**config.mk**
```make
export PLATFORM = sky130hd
export DESIGN_NAME = multichannel_pulse_train_scheduler_core
export DESIGN_NICKNAME = d
export VERILOG_FILES = /design/src/rtl/core/mpts_pkg.sv /design/src/rtl/core/multichannel_pulse_train_scheduler_core.sv /design/src/rtl/core/mpts_ram.sv
export SDC_FILE = /design/constraint.sdc
export NUM_CORES = 2
export LEC_CHECK = 0
export ABC_AREA = 1
export BUFFER_PORTS_ARGS = -buffer_cell sky130_fd_sc_hd__buf_2
export CORE_AREA = 2 2 668 670
export DETAILED_ROUTE_END_ITERATION = 16
export DIE_AREA = 0 0 670 672
export GPL_ROUTABILITY_DRIVEN = 0
export PLACE_DENSITY = 0.45
export SLEW_MARGIN = 40
export SYNTH_ARGS = -nofsm -noshare
export SYNTH_HDL_FRONTEND = slang
export SYNTH_SLANG_ARGS = --single-unit
```
**constraint.sdc**
```tcl
create_clock -name clk -period 15.3 [get_ports clk]
set_input_delay 1.53 -clock clk [delete_from_list [all_inputs] [get_ports clk]]
set_output_delay 1.53 -clock clk [all_outputs]
set_load 0.01 [all_outputs]
```
**src/rtl/core/mpts_pkg.sv**
```systemverilog
// Shared types and constants for the multichannel pulse train scheduler.
`timescale 1ns / 1ps
`default_nettype none
package mpts_pkg;

	// Event store geometry
	localparam int STORE_DEPTH = 16;
	localparam int SIDX_W      = 4;
	localparam int SCNT_W      = 5;
	localparam int ENTRY_W     = 32;
	// Stored word carries a fresh flag above the entry
	localparam int STORED_W    = ENTRY_W + 1;

	localparam logic [15:0] IDLE_INTERVAL = 16'd15;
	localparam logic [16:0] START_BASE    = 17'd15;
	localparam logic [31:0] TIME_FOLD_MASK = 32'h0fff_ffff;

	typedef enum logic [1:0] {
		OP_APPLY = 2'd0,
		OP_START = 2'd1,
		OP_STOP  = 2'd2,
		OP_NEXT  = 2'd3
	} op_t;

	typedef enum logic [3:0] {
		S_IDLE,
		S_APPLY,
		S_STOP,
		S_ST_RD,
		S_ST_WR,
		S_SEL_SCAN,
		S_PROC_RD,
		S_PROC_MV,
		S_PROC_PUSH,
		S_FIN_SCAN,
		S_CLR_RD,
		S_CLR_WR
	} state_t;

	// Per-channel timing settings
	typedef struct packed {
		logic [15:0] high_len;
		logic [15:0] low_len;
		logic [15:0] phase;
		logic [30:0] pulses;
	} param_t;

endpackage
`default_nettype wire

```
**src/rtl/core/multichannel_pulse_train_scheduler_core.sv**
```systemverilog
// Top level of the multichannel pulse train scheduler.
`timescale 1ns / 1ps
`default_nettype none
// A request is taken when start is high and busy is low; its single result
// appears on the result ports for one cycle with done high and cannot be
// held off. Apply and stop walk the channels; start reads each channel's
// settings and writes an event for each masked channel while the store has
// room, or returns at once when rejected. Next returns at once on an empty
// store; otherwise each retired event costs one pass over the event store
// plus a read, move and push step, then one more such pass finds no further
// event at the current time, then a final pass finds the new earliest event
// and, when entries remain, they are rewritten one by one. All of this is
// paced by the single read port of the event store RAM, which is walked one
// entry per cycle. No clearing pass is needed after reset.
module multichannel_pulse_train_scheduler_core #(
	parameter int CHANNEL_COUNT = 16
) (
	input  wire logic        clk,
	input  wire logic        arst_n,
	input  wire logic        start,
	output logic             busy,
	input  wire logic [1:0]  op,
	input  wire logic [15:0] channel_mask,
	input  wire logic [15:0] high_len,
	input  wire logic [15:0] low_len,
	input  wire logic [15:0] start_phase,
	input  wire logic [30:0] pulse_count,
	output logic             done,
	output logic [15:0]      set_mask,
	output logic [15:0]      clear_mask,
	output logic [15:0]      next_interval,
	output logic             start_error
);
	localparam int CW = (CHANNEL_COUNT > 1) ? $clog2(CHANNEL_COUNT) : 1;
	localparam int SW = mpts_pkg::SIDX_W;
	localparam int NW = mpts_pkg::SCNT_W;
	localparam int PW = $bits(mpts_pkg::param_t);

	mpts_pkg::state_t state_q, state_d;

	logic [CHANNEL_COUNT-1:0] mask_q, applied_q, active_q, set_acc_q, clr_acc_q;
	mpts_pkg::op_t            op_q;
	logic [15:0]              high_q, low_q, phase_q;
	logic [30:0]              pc_q;
	logic [NW-1:0]            count_q;
	logic [CW-1:0]            ch_q;

	// Scan pipeline
	logic [NW-1:0]            scan_i_q;
	logic                     v_s1;
	logic [SW-1:0]            idx_s1;
	logic [31:0]              best_q;
	logic [SW-1:0]            best_idx_q;
	logic                     best_ok_q;

	logic                     first_q;
	logic [26:0]              cur_q;
	logic [31:0]              sel_e_q;
	logic [SW-1:0]            sel_idx_q;
	logic                     keep_q;
	logic [32:0]              push_q;
	logic                     clr_bit_q;
	logic [SW-1:0]            clr_i_q;
	logic [15:0]              int_q;

	logic                     done_q, start_error_q;
	logic [15:0]              set_mask_q, clear_mask_q, next_interval_q;

	// RAM ports
	logic                           store_we;
	logic [SW-1:0]                  store_waddr, store_raddr;
	logic [mpts_pkg::STORED_W-1:0]  store_wdata, store_rdata;
	logic                           par_we;
	logic [CW-1:0]                  par_waddr, par_raddr;
	mpts_pkg::param_t               par_wdata, par_rdata;
	logic [PW-1:0]                  par_rbits;
	logic                           edg_we;
	logic [CW-1:0]                  edg_waddr, edg_raddr;
	logic [31:0]                    edg_wdata, edg_rdata;

	logic [CHANNEL_COUNT-1:0] mask_in;
	logic                     accept, start_fail, scan_done, fin, sel_take;
	logic [31:0]              edg_dec;
	logic [15:0]              int_calc, int_d;
	logic [CW-1:0]            sel_ch;
	logic [15:0]              sel_len;
	logic [31:0]              push_val;

	assign busy      = (state_q != mpts_pkg::S_IDLE);
	assign accept    = start && !busy;
	assign mask_in   = channel_mask[CHANNEL_COUNT-1:0];
	assign start_fail = ((applied_q & mask_in) != mask_in) || ((active_q & mask_in) != '0);
	assign scan_done = (scan_i_q == count_q) && !v_s1;
	assign sel_take  = best_ok_q && (first_q || (best_q[31:5] == cur_q));
	assign edg_dec   = edg_rdata - 32'd1;
	assign sel_ch    = sel_e_q[1 +: CW];
	assign sel_len   = sel_e_q[0] ? par_rdata.high_len : par_rdata.low_len;
	assign push_val  = (({16'd0, sel_len} << 5) + sel_e_q) ^ 32'd1;
	assign int_calc  = (count_q == '0) ? mpts_pkg::IDLE_INTERVAL
	                                   : 16'(best_q[31:5] - cur_q);
	assign int_d     = (state_q == mpts_pkg::S_FIN_SCAN) ? int_calc : int_q;
	assign par_rdata = mpts_pkg::param_t'(par_rbits);

	// Event store, per-channel settings and remaining edge counts
	mpts_ram #(.WIDTH(mpts_pkg::STORED_W), .DEPTH(mpts_pkg::STORE_DEPTH)) u_store (
		.clk(clk), .we(store_we), .waddr(store_waddr), .wdata(store_wdata),
		.raddr(store_raddr), .rdata(store_rdata)
	);
	mpts_ram #(.WIDTH(PW), .DEPTH(CHANNEL_COUNT)) u_param (
		.clk(clk), .we(par_we), .waddr(par_waddr), .wdata(PW'(par_wdata)),
		.raddr(par_raddr), .rdata(par_rbits)
	);
	mpts_ram #(.WIDTH(32), .DEPTH(CHANNEL_COUNT)) u_edges (
		.clk(clk), .we(edg_we), .waddr(edg_waddr), .wdata(edg_wdata),
		.raddr(edg_raddr), .rdata(edg_rdata)
	);

	// Next state
	always_comb begin
		state_d = state_q;
		unique case (state_q)
			mpts_pkg::S_IDLE: begin
				if (accept) begin
					unique case (mpts_pkg::op_t'(op))
						mpts_pkg::OP_APPLY: state_d = mpts_pkg::S_APPLY;
						mpts_pkg::OP_STOP:  state_d = mpts_pkg::S_STOP;
						mpts_pkg::OP_START: state_d = start_fail ? mpts_pkg::S_IDLE
						                                         : mpts_pkg::S_ST_RD;
						mpts_pkg::OP_NEXT:  state_d = (count_q == '0) ? mpts_pkg::S_IDLE
						                                              : mpts_pkg::S_SEL_SCAN;
						default:            state_d = mpts_pkg::S_IDLE;
					endcase
				end
			end
			mpts_pkg::S_APPLY, mpts_pkg::S_STOP: begin
				if (ch_q == '0) state_d = mpts_pkg::S_IDLE;
			end
			mpts_pkg::S_ST_RD: begin
				if (mask_q[ch_q]) state_d = mpts_pkg::S_ST_WR;
				else if (ch_q == '0) state_d = mpts_pkg::S_IDLE;
			end
			mpts_pkg::S_ST_WR: begin
				state_d = (ch_q == '0) ? mpts_pkg::S_IDLE : mpts_pkg::S_ST_RD;
			end
			mpts_pkg::S_SEL_SCAN: begin
				if (scan_done) state_d = sel_take ? mpts_pkg::S_PROC_RD : mpts_pkg::S_FIN_SCAN;
			end
			mpts_pkg::S_PROC_RD:   state_d = mpts_pkg::S_PROC_MV;
			mpts_pkg::S_PROC_MV:   state_d = mpts_pkg::S_PROC_PUSH;
			mpts_pkg::S_PROC_PUSH: state_d = mpts_pkg::S_SEL_SCAN;
			mpts_pkg::S_FIN_SCAN: begin
				if (scan_done) state_d = (count_q == '0) ? mpts_pkg::S_IDLE : mpts_pkg::S_CLR_RD;
			end
			mpts_pkg::S_CLR_RD: state_d = mpts_pkg::S_CLR_WR;
			mpts_pkg::S_CLR_WR: begin
				state_d = ({1'b0, clr_i_q} == count_q - NW'(1)) ? mpts_pkg::S_IDLE
				                                                : mpts_pkg::S_CLR_RD;
			end
			default: state_d = mpts_pkg::S_IDLE;
		endcase
	end

	assign fin = (state_d == mpts_pkg::S_IDLE) && (busy || accept);

	// RAM control
	always_comb begin
		store_we    = 1'b0;
		store_waddr = count_q[SW-1:0];
		store_wdata = push_q;
		store_raddr = scan_i_q[SW-1:0];
		par_we      = 1'b0;
		par_waddr   = ch_q;
		par_wdata   = '{high_len: high_q, low_len: low_q, phase: phase_q, pulses: pc_q};
		par_raddr   = ch_q;
		edg_we      = 1'b0;
		edg_waddr   = ch_q;
		edg_wdata   = 32'd1;
		edg_raddr   = sel_ch;
		unique case (state_q)
			mpts_pkg::S_APPLY: par_we = mask_q[ch_q];
			mpts_pkg::S_STOP:  edg_we = mask_q[ch_q];
			mpts_pkg::S_ST_WR: begin
				edg_we      = 1'b1;
				edg_wdata   = {par_rdata.pulses, 1'b0};
				store_we    = (count_q != NW'(mpts_pkg::STORE_DEPTH));
				store_wdata = {1'b0, 27'({1'b0, par_rdata.phase} + mpts_pkg::START_BASE),
				               4'(ch_q), 1'b1};
			end
			mpts_pkg::S_PROC_RD: begin
				store_raddr = SW'(count_q - NW'(1));
				par_raddr   = sel_ch;
			end
			mpts_pkg::S_PROC_MV: begin
				store_we    = 1'b1;
				store_waddr = sel_idx_q;
				store_wdata = store_rdata;
				edg_we      = 1'b1;
				edg_waddr   = sel_ch;
				edg_wdata   = edg_dec;
			end
			mpts_pkg::S_PROC_PUSH: store_we = keep_q;
			mpts_pkg::S_CLR_RD: store_raddr = clr_i_q;
			mpts_pkg::S_CLR_WR: begin
				store_we    = 1'b1;
				store_waddr = clr_i_q;
				store_wdata = {1'b0, clr_bit_q ? (store_rdata[31:0] & mpts_pkg::TIME_FOLD_MASK)
				                               : store_rdata[31:0]};
			end
			default: ;
		endcase
	end

	// State register
	always_ff @(posedge clk or negedge arst_n) begin
		if (!arst_n) state_q <= mpts_pkg::S_IDLE;
		else state_q <= state_d;
	end

	// Control state
	always_ff @(posedge clk or negedge arst_n) begin
		if (!arst_n) begin
			applied_q <= '0;
			active_q  <= '0;
			count_q   <= '0;
			done_q    <= 1'b0;
			v_s1      <= 1'b0;
		end else begin
			done_q <= fin;
			if (accept) begin
				unique case (mpts_pkg::op_t'(op))
					mpts_pkg::OP_APPLY: applied_q <= applied_q | mask_in;
					mpts_pkg::OP_START: begin
						if (!start_fail) begin
							active_q  <= active_q | mask_in;
							applied_q <= applied_q & ~mask_in;
						end
					end
					mpts_pkg::OP_STOP: active_q <= active_q & ~mask_in;
					default: ;
				endcase
			end
			// Store occupancy
			if (state_q == mpts_pkg::S_ST_WR && count_q != NW'(mpts_pkg::STORE_DEPTH))
				count_q <= count_q + NW'(1);
			else if (state_q == mpts_pkg::S_PROC_MV)
				count_q <= count_q - NW'(1);
			else if (state_q == mpts_pkg::S_PROC_PUSH && keep_q)
				count_q <= count_q + NW'(1);
			if (state_q == mpts_pkg::S_PROC_MV && edg_dec == '0)
				active_q[sel_ch] <= 1'b0;
			// Scan read pipeline valid
			if (state_d != state_q)
				v_s1 <= 1'b0;
			else if (state_q == mpts_pkg::S_SEL_SCAN || state_q == mpts_pkg::S_FIN_SCAN)
				v_s1 <= (scan_i_q != count_q);
		end
	end

	// Datapath registers
	always_ff @(posedge clk) begin
		if (accept) begin
			op_q      <= mpts_pkg::op_t'(op);
			mask_q    <= mask_in;
			high_q    <= high_len;
			low_q     <= low_len;
			phase_q   <= start_phase;
			pc_q      <= pulse_count;
			ch_q      <= CW'(CHANNEL_COUNT - 1);
			first_q   <= 1'b1;
			set_acc_q <= '0;
			clr_acc_q <= '0;
		end
		if (state_q == mpts_pkg::S_APPLY || state_q == mpts_pkg::S_STOP ||
		    state_q == mpts_pkg::S_ST_WR ||
		    (state_q == mpts_pkg::S_ST_RD && !mask_q[ch_q]))
			ch_q <= ch_q - CW'(1);
		// Scan: walk entries, keep the minimum
		if (state_d != state_q &&
		    (state_d == mpts_pkg::S_SEL_SCAN || state_d == mpts_pkg::S_FIN_SCAN)) begin
			scan_i_q  <= '0;
			best_ok_q <= 1'b0;
		end else if (state_q == mpts_pkg::S_SEL_SCAN || state_q == mpts_pkg::S_FIN_SCAN) begin
			if (scan_i_q != count_q) begin
				idx_s1   <= scan_i_q[SW-1:0];
				scan_i_q <= scan_i_q + NW'(1);
			end
			if (v_s1 && (state_q == mpts_pkg::S_FIN_SCAN || !store_rdata[32]) &&
			    (!best_ok_q || store_rdata[31:0] < best_q)) begin
				best_q     <= store_rdata[31:0];
				best_idx_q <= idx_s1;
				best_ok_q  <= 1'b1;
			end
		end
		if (state_q == mpts_pkg::S_SEL_SCAN && scan_done && sel_take) begin
			sel_e_q   <= best_q;
			sel_idx_q <= best_idx_q;
			cur_q     <= best_q[31:5];
			first_q   <= 1'b0;
		end
		// Retire one event
		if (state_q == mpts_pkg::S_PROC_MV) begin
			keep_q <= (edg_dec != '0);
			push_q <= {1'b1, push_val};
			if (sel_e_q[0]) set_acc_q[sel_ch] <= 1'b1;
			else clr_acc_q[sel_ch] <= 1'b1;
		end
		// Final pass and time fold
		if (state_q == mpts_pkg::S_FIN_SCAN && scan_done) begin
			int_q     <= int_calc;
			clr_bit_q <= (best_q[31:28] != 4'd0);
			clr_i_q   <= '0;
		end
		if (state_q == mpts_pkg::S_CLR_WR)
			clr_i_q <= clr_i_q + SW'(1);
		// Result registers
		if (fin) begin
			if (busy) begin
				set_mask_q      <= (op_q == mpts_pkg::OP_NEXT) ? 16'(set_acc_q) : 16'd0;
				clear_mask_q    <= (op_q == mpts_pkg::OP_NEXT) ? 16'(clr_acc_q) : 16'd0;
				next_interval_q <= (op_q == mpts_pkg::OP_NEXT) ? int_d : 16'd0;
				start_error_q   <= 1'b0;
			end else begin
				set_mask_q      <= 16'd0;
				clear_mask_q    <= 16'd0;
				next_interval_q <= (mpts_pkg::op_t'(op) == mpts_pkg::OP_NEXT)
				                   ? mpts_pkg::IDLE_INTERVAL : 16'd0;
				start_error_q   <= (mpts_pkg::op_t'(op) == mpts_pkg::OP_START) && start_fail;
			end
		end
	end

	assign done          = done_q;
	assign set_mask      = set_mask_q;
	assign clear_mask    = clear_mask_q;
	assign next_interval = next_interval_q;
	assign start_error   = start_error_q;

	// Store never overfills
	a_count_bound: assert property (@(posedge clk) disable iff (!arst_n)
		count_q <= NW'(mpts_pkg::STORE_DEPTH)) else $error("event store overflow");

	// A rejected start reports no edges
	a_err_no_edges: assert property (@(posedge clk) disable iff (!arst_n)
		(done && start_error) |-> (set_mask == 16'd0 && clear_mask == 16'd0))
		else $error("edges reported on rejected start");

	// The event store is only written while a request is in progress
	a_idle_no_write: assert property (@(posedge clk) disable iff (!arst_n)
		!busy |-> !store_we) else $error("store write while idle");

	// A removal always has an entry to remove
	a_remove_nonempty: assert property (@(posedge clk) disable iff (!arst_n)
		(state_q == mpts_pkg::S_PROC_MV) |-> (count_q != '0))
		else $error("removal from empty store");
endmodule
`default_nettype wire

```
**src/rtl/core/mpts_ram.sv**
```systemverilog
// Generic single-write, single-read RAM with registered read data.
`timescale 1ns / 1ps
`default_nettype none
module mpts_ram #(
	parameter int WIDTH = 32,
	parameter int DEPTH = 16
) (
	input  wire logic                                 clk,
	input  wire logic                                 we,
	input  wire logic [(DEPTH > 1 ? $clog2(DEPTH) : 1)-1:0] waddr,
	input  wire logic [WIDTH-1:0]                     wdata,
	input  wire logic [(DEPTH > 1 ? $clog2(DEPTH) : 1)-1:0] raddr,
	output logic      [WIDTH-1:0]                     rdata
);
	logic [WIDTH-1:0] mem_q [DEPTH];

	// Write port
	always_ff @(posedge clk) begin
		if (we) begin
			mem_q[waddr] <= wdata;
		end
	end

	// Registered read, old data on collision
	always_ff @(posedge clk) begin
		rdata <= mem_q[raddr];
	end
endmodule
`default_nettype wire

```
==> results_dict.tcl <==
set metrics [dict create \
    run_status "finished clean" \
    slew_viol_final 0 \
    ir_drop_mv 0.0987 \
    cp_cell_sequence "nor2_4, nand2_4, o21ai_4, buf_12, buf_12, buf_4, buf_4, buf_4, o21ai_0, o221ai_1, nand3_1, nand2_1" \
    fp.coreArea_um2 444000 \
    cts_setup_buffers 0 \
    power_density_nw_per_um2 122 \
    fin_skew_ps 61.6 \
    die_area_um2 450000 \
    slew_headroom 0.374 \
    clk_pin_slew_ps 70 \
    maxCapViolCount 0 \
    instances_no_fill 14700 \
    synth_area_um2 110000 \
    numPortBuffers 150 \
    cts_made_buffers 310 \
    htree_levels 5 \
    synth_seq_cells 2810 \
    drive_gt1_frac 0.107 \
    firstDrtPassIters 5 \
    preCtsSetupSlack_ps 9750 \
    grt_pass1_wl_mm 476 \
    ios 151 \
    cts_hold_buf 0 \
    cts-root-buf "clkbuf_16" \
    cellLeakagePower_nw 42.2 \
    hold_path_class "flip-flop to flip-flop" \
    synthCells 8302 \
    hpwlAfterDp_mm 178 \
    antenna_left 0 \
    vias 68400 \
    cts_sinks 2810 \
    fp.dieW_um 670 \
    critical_path_class "flip-flop to flip-flop" \
    avgSynthCellArea_um2 13.3 \
    arrival_ps 6460 \
    overflow 0 \
    tritoncts "yes" \
    fin_crit_ps 5600 \
    layout_common_cells "edfxtp_1, nor2_1, o21ai_0, nand2_1, inv_1" \
    yosysTopAreaCellShare 0.703 \
    fin_crit_sh 0.366 \
    place_area_um2 119000 \
    finalSetupViolations 0 \
    setup_ws_ps 9700 \
    rsz0062_at_grt "no" \
    crit_path_start_kind "flip-flop" \
    critPathMostFrequentCell "buf_4" \
    path_delay_family "buffers and inverters" \
    insertion_delay_ps 930 \
    cp_num_buf_inv 5 \
    critPathRequiredTime_ps 16150 \
    worstMarginPinSlew_ps 939 \
    synthTopCellsByArea "edfxtp_1, o21ai_0, dfxtp_1, nor2_1, nand2_1" \
    ys.warnings.count 0 \
    start_util 0.249 \
    synth_cell_types 60 \
    synth_fp_nets 8482 \
    drtIter0Drc 6093 \
    synth_edf_count 2584 \
    grt_max_degree 223 \
    cts_resized 0 \
    worst_hold_slack_ps 427 \
    seq_area_frac_synth 0.746 \
    final_common_cell "edfxtp_1" \
    grt_pass1_vias 67700 \
    routedWlPerCell_um 22.4 \
    ctsLongestPathBuffers 4 \
    max_freq_ghz 0.178 \
    hold_violations 0 \
    syn_to_final_growth_pct 16.8 \
    worst_path_max_delay_cell "buf_4" \
    dpl.cell_count 14100 \
    vias_per_cell 4.66 \
    drt_wl_total_mm 329 \
    async_flop_share 0.0153 \
    grt_usage 0.141 \
    rows 245 \
    max_stage_delay_ps 730 \
    drc 0 \
    final_cell_area_um2 129000 \
    layout.nets 8639 \
    synth_ff_type "edfxtp_1" \
    die_y_um 672 \
    cp-end-kind "flip-flop" \
    synth_top_area_cell "edfxtp_1" \
    finalSetupTns_ps 0 \
    cp_max_fo 154 \
    antenna_found_initial 25 \
]
[per-layer routing]
layer,vias up,share of wire,GRT usage,wire [µm]
li1,31100,-,-,-
met1,34900,0.46,0.196,150000
met2,1877,0.47,0.231,154000
met3,425,0.051,0.0186,16800
met4,10,0.024,0.0381,7930
met5,-,0.00020,0,67
[power by group]
group          total, mW  leakage [nW]  switching (mW)  internal, mW
Clock               7.44          4.96            3.19          4.25
Sequential          8.26          24.3               0          8.26
Combinational     0.0367          13.0          0.0256        0.0111
Total               15.7          42.2            3.22          12.5
[cell families (layout without fill, tap and decap cells)]
group                      after synthesis  count (layout)  synth area share
buffers and inverters                 1093            1509            0.0404
AOI/OAI and AO/OA                     2187            2187             0.122
DFF                                   2810            2810             0.746
adders and majority gates               80              80           0.00921
other                                    0              19                 0
xor gates and xnor gates                70              70           0.00556
and+or+nand+nor                       2062            2062            0.0773
[state kept, by name, summed over array words and instances (netlist names), 27 cells and up, named ones only]
register and flops:
best_q 32, cur_q 27, pc_q 31, push_q 32, u_edges.mem_q 512, u_edges.rdata 32
u_param.mem_q 1264, u_param.rdata 79, u_store.mem_q 528, u_store.rdata 33
[final timing paths]
path,from,cells after the start,slack (ps),to
setup / recovery,state_q[0]$_DFF_PN0_,12,9700,u_param.rdata[19]$_DFF_P_
max in group asynchronous,arst_n,2,14080,count_q[1]$_DFFE_PN0P_
setup reg to reg,state_q[0]$_DFF_PN0_,12,9700,u_param.rdata[19]$_DFF_P_
min in group asynchronous,arst_n,2,750,active_q[4]$_DFF_PN0_
hold / removal,best_idx_q[0]$_DFFE_PP_,0,430,sel_idx_q[0]$_DFFE_PP_
hold reg to reg,best_idx_q[0]$_DFFE_PP_,0,430,sel_idx_q[0]$_DFFE_PP_
[Yosys cell counts, types with 4 or more instances]
library cell and n:
a32o_1 4, buf_6 18, inv_2 13, dfxtp_1 183, o22ai_1 117, o21a_1 4
edfxtp_1 2584, a21oi_1 373, clkbuf_1 307, o21ai_0 775, nand4_1 39, buf_4 16
o221ai_1 236, dfrtp_1 43, a22o_1 6, nor2_4 5, nand3_1 319, nor3_1 25
o21bai_1 5, o211ai_1 213, nor2_1 873, buf_2 124, o21ai_1 150, ha_1 78
or2_2 4, xnor2_1 23, buf_1 17, a22oi_1 274, nand2_1 738, nor2_2 13
or4_1 32, xor2_1 47, inv_1 593, o211ai_2 8
[area by class of cell]
class / instances / area, µm²
Antenna cell: 19 / 47.5
Clock buffer: 388 / 8350
Clock inverter: 183 / 1790
Fill cell: 44700 / 315000
Inverter: 611 / 2340
Multi-Input combinational cell: 4399 / 24100
Sequential cell: 2810 / 82300
Tap cell: 5928 / 7420
Timing Repair Buffer: 327 / 2500
[metrics by stage]
| stage | power (mW) | util |
|---|---|---|
| CTS | 15.9 | 0.290 |
| floorplan | 8.43 | - |
| detailed placement | 8.46 | 0.267 |
| finish | 15.7 | 0.291 |
| global route | 16.2 | 0.291 |
| global placement | 8.46 | 0.267 |
Note: power is estimated with default switching activity, not from simulation.
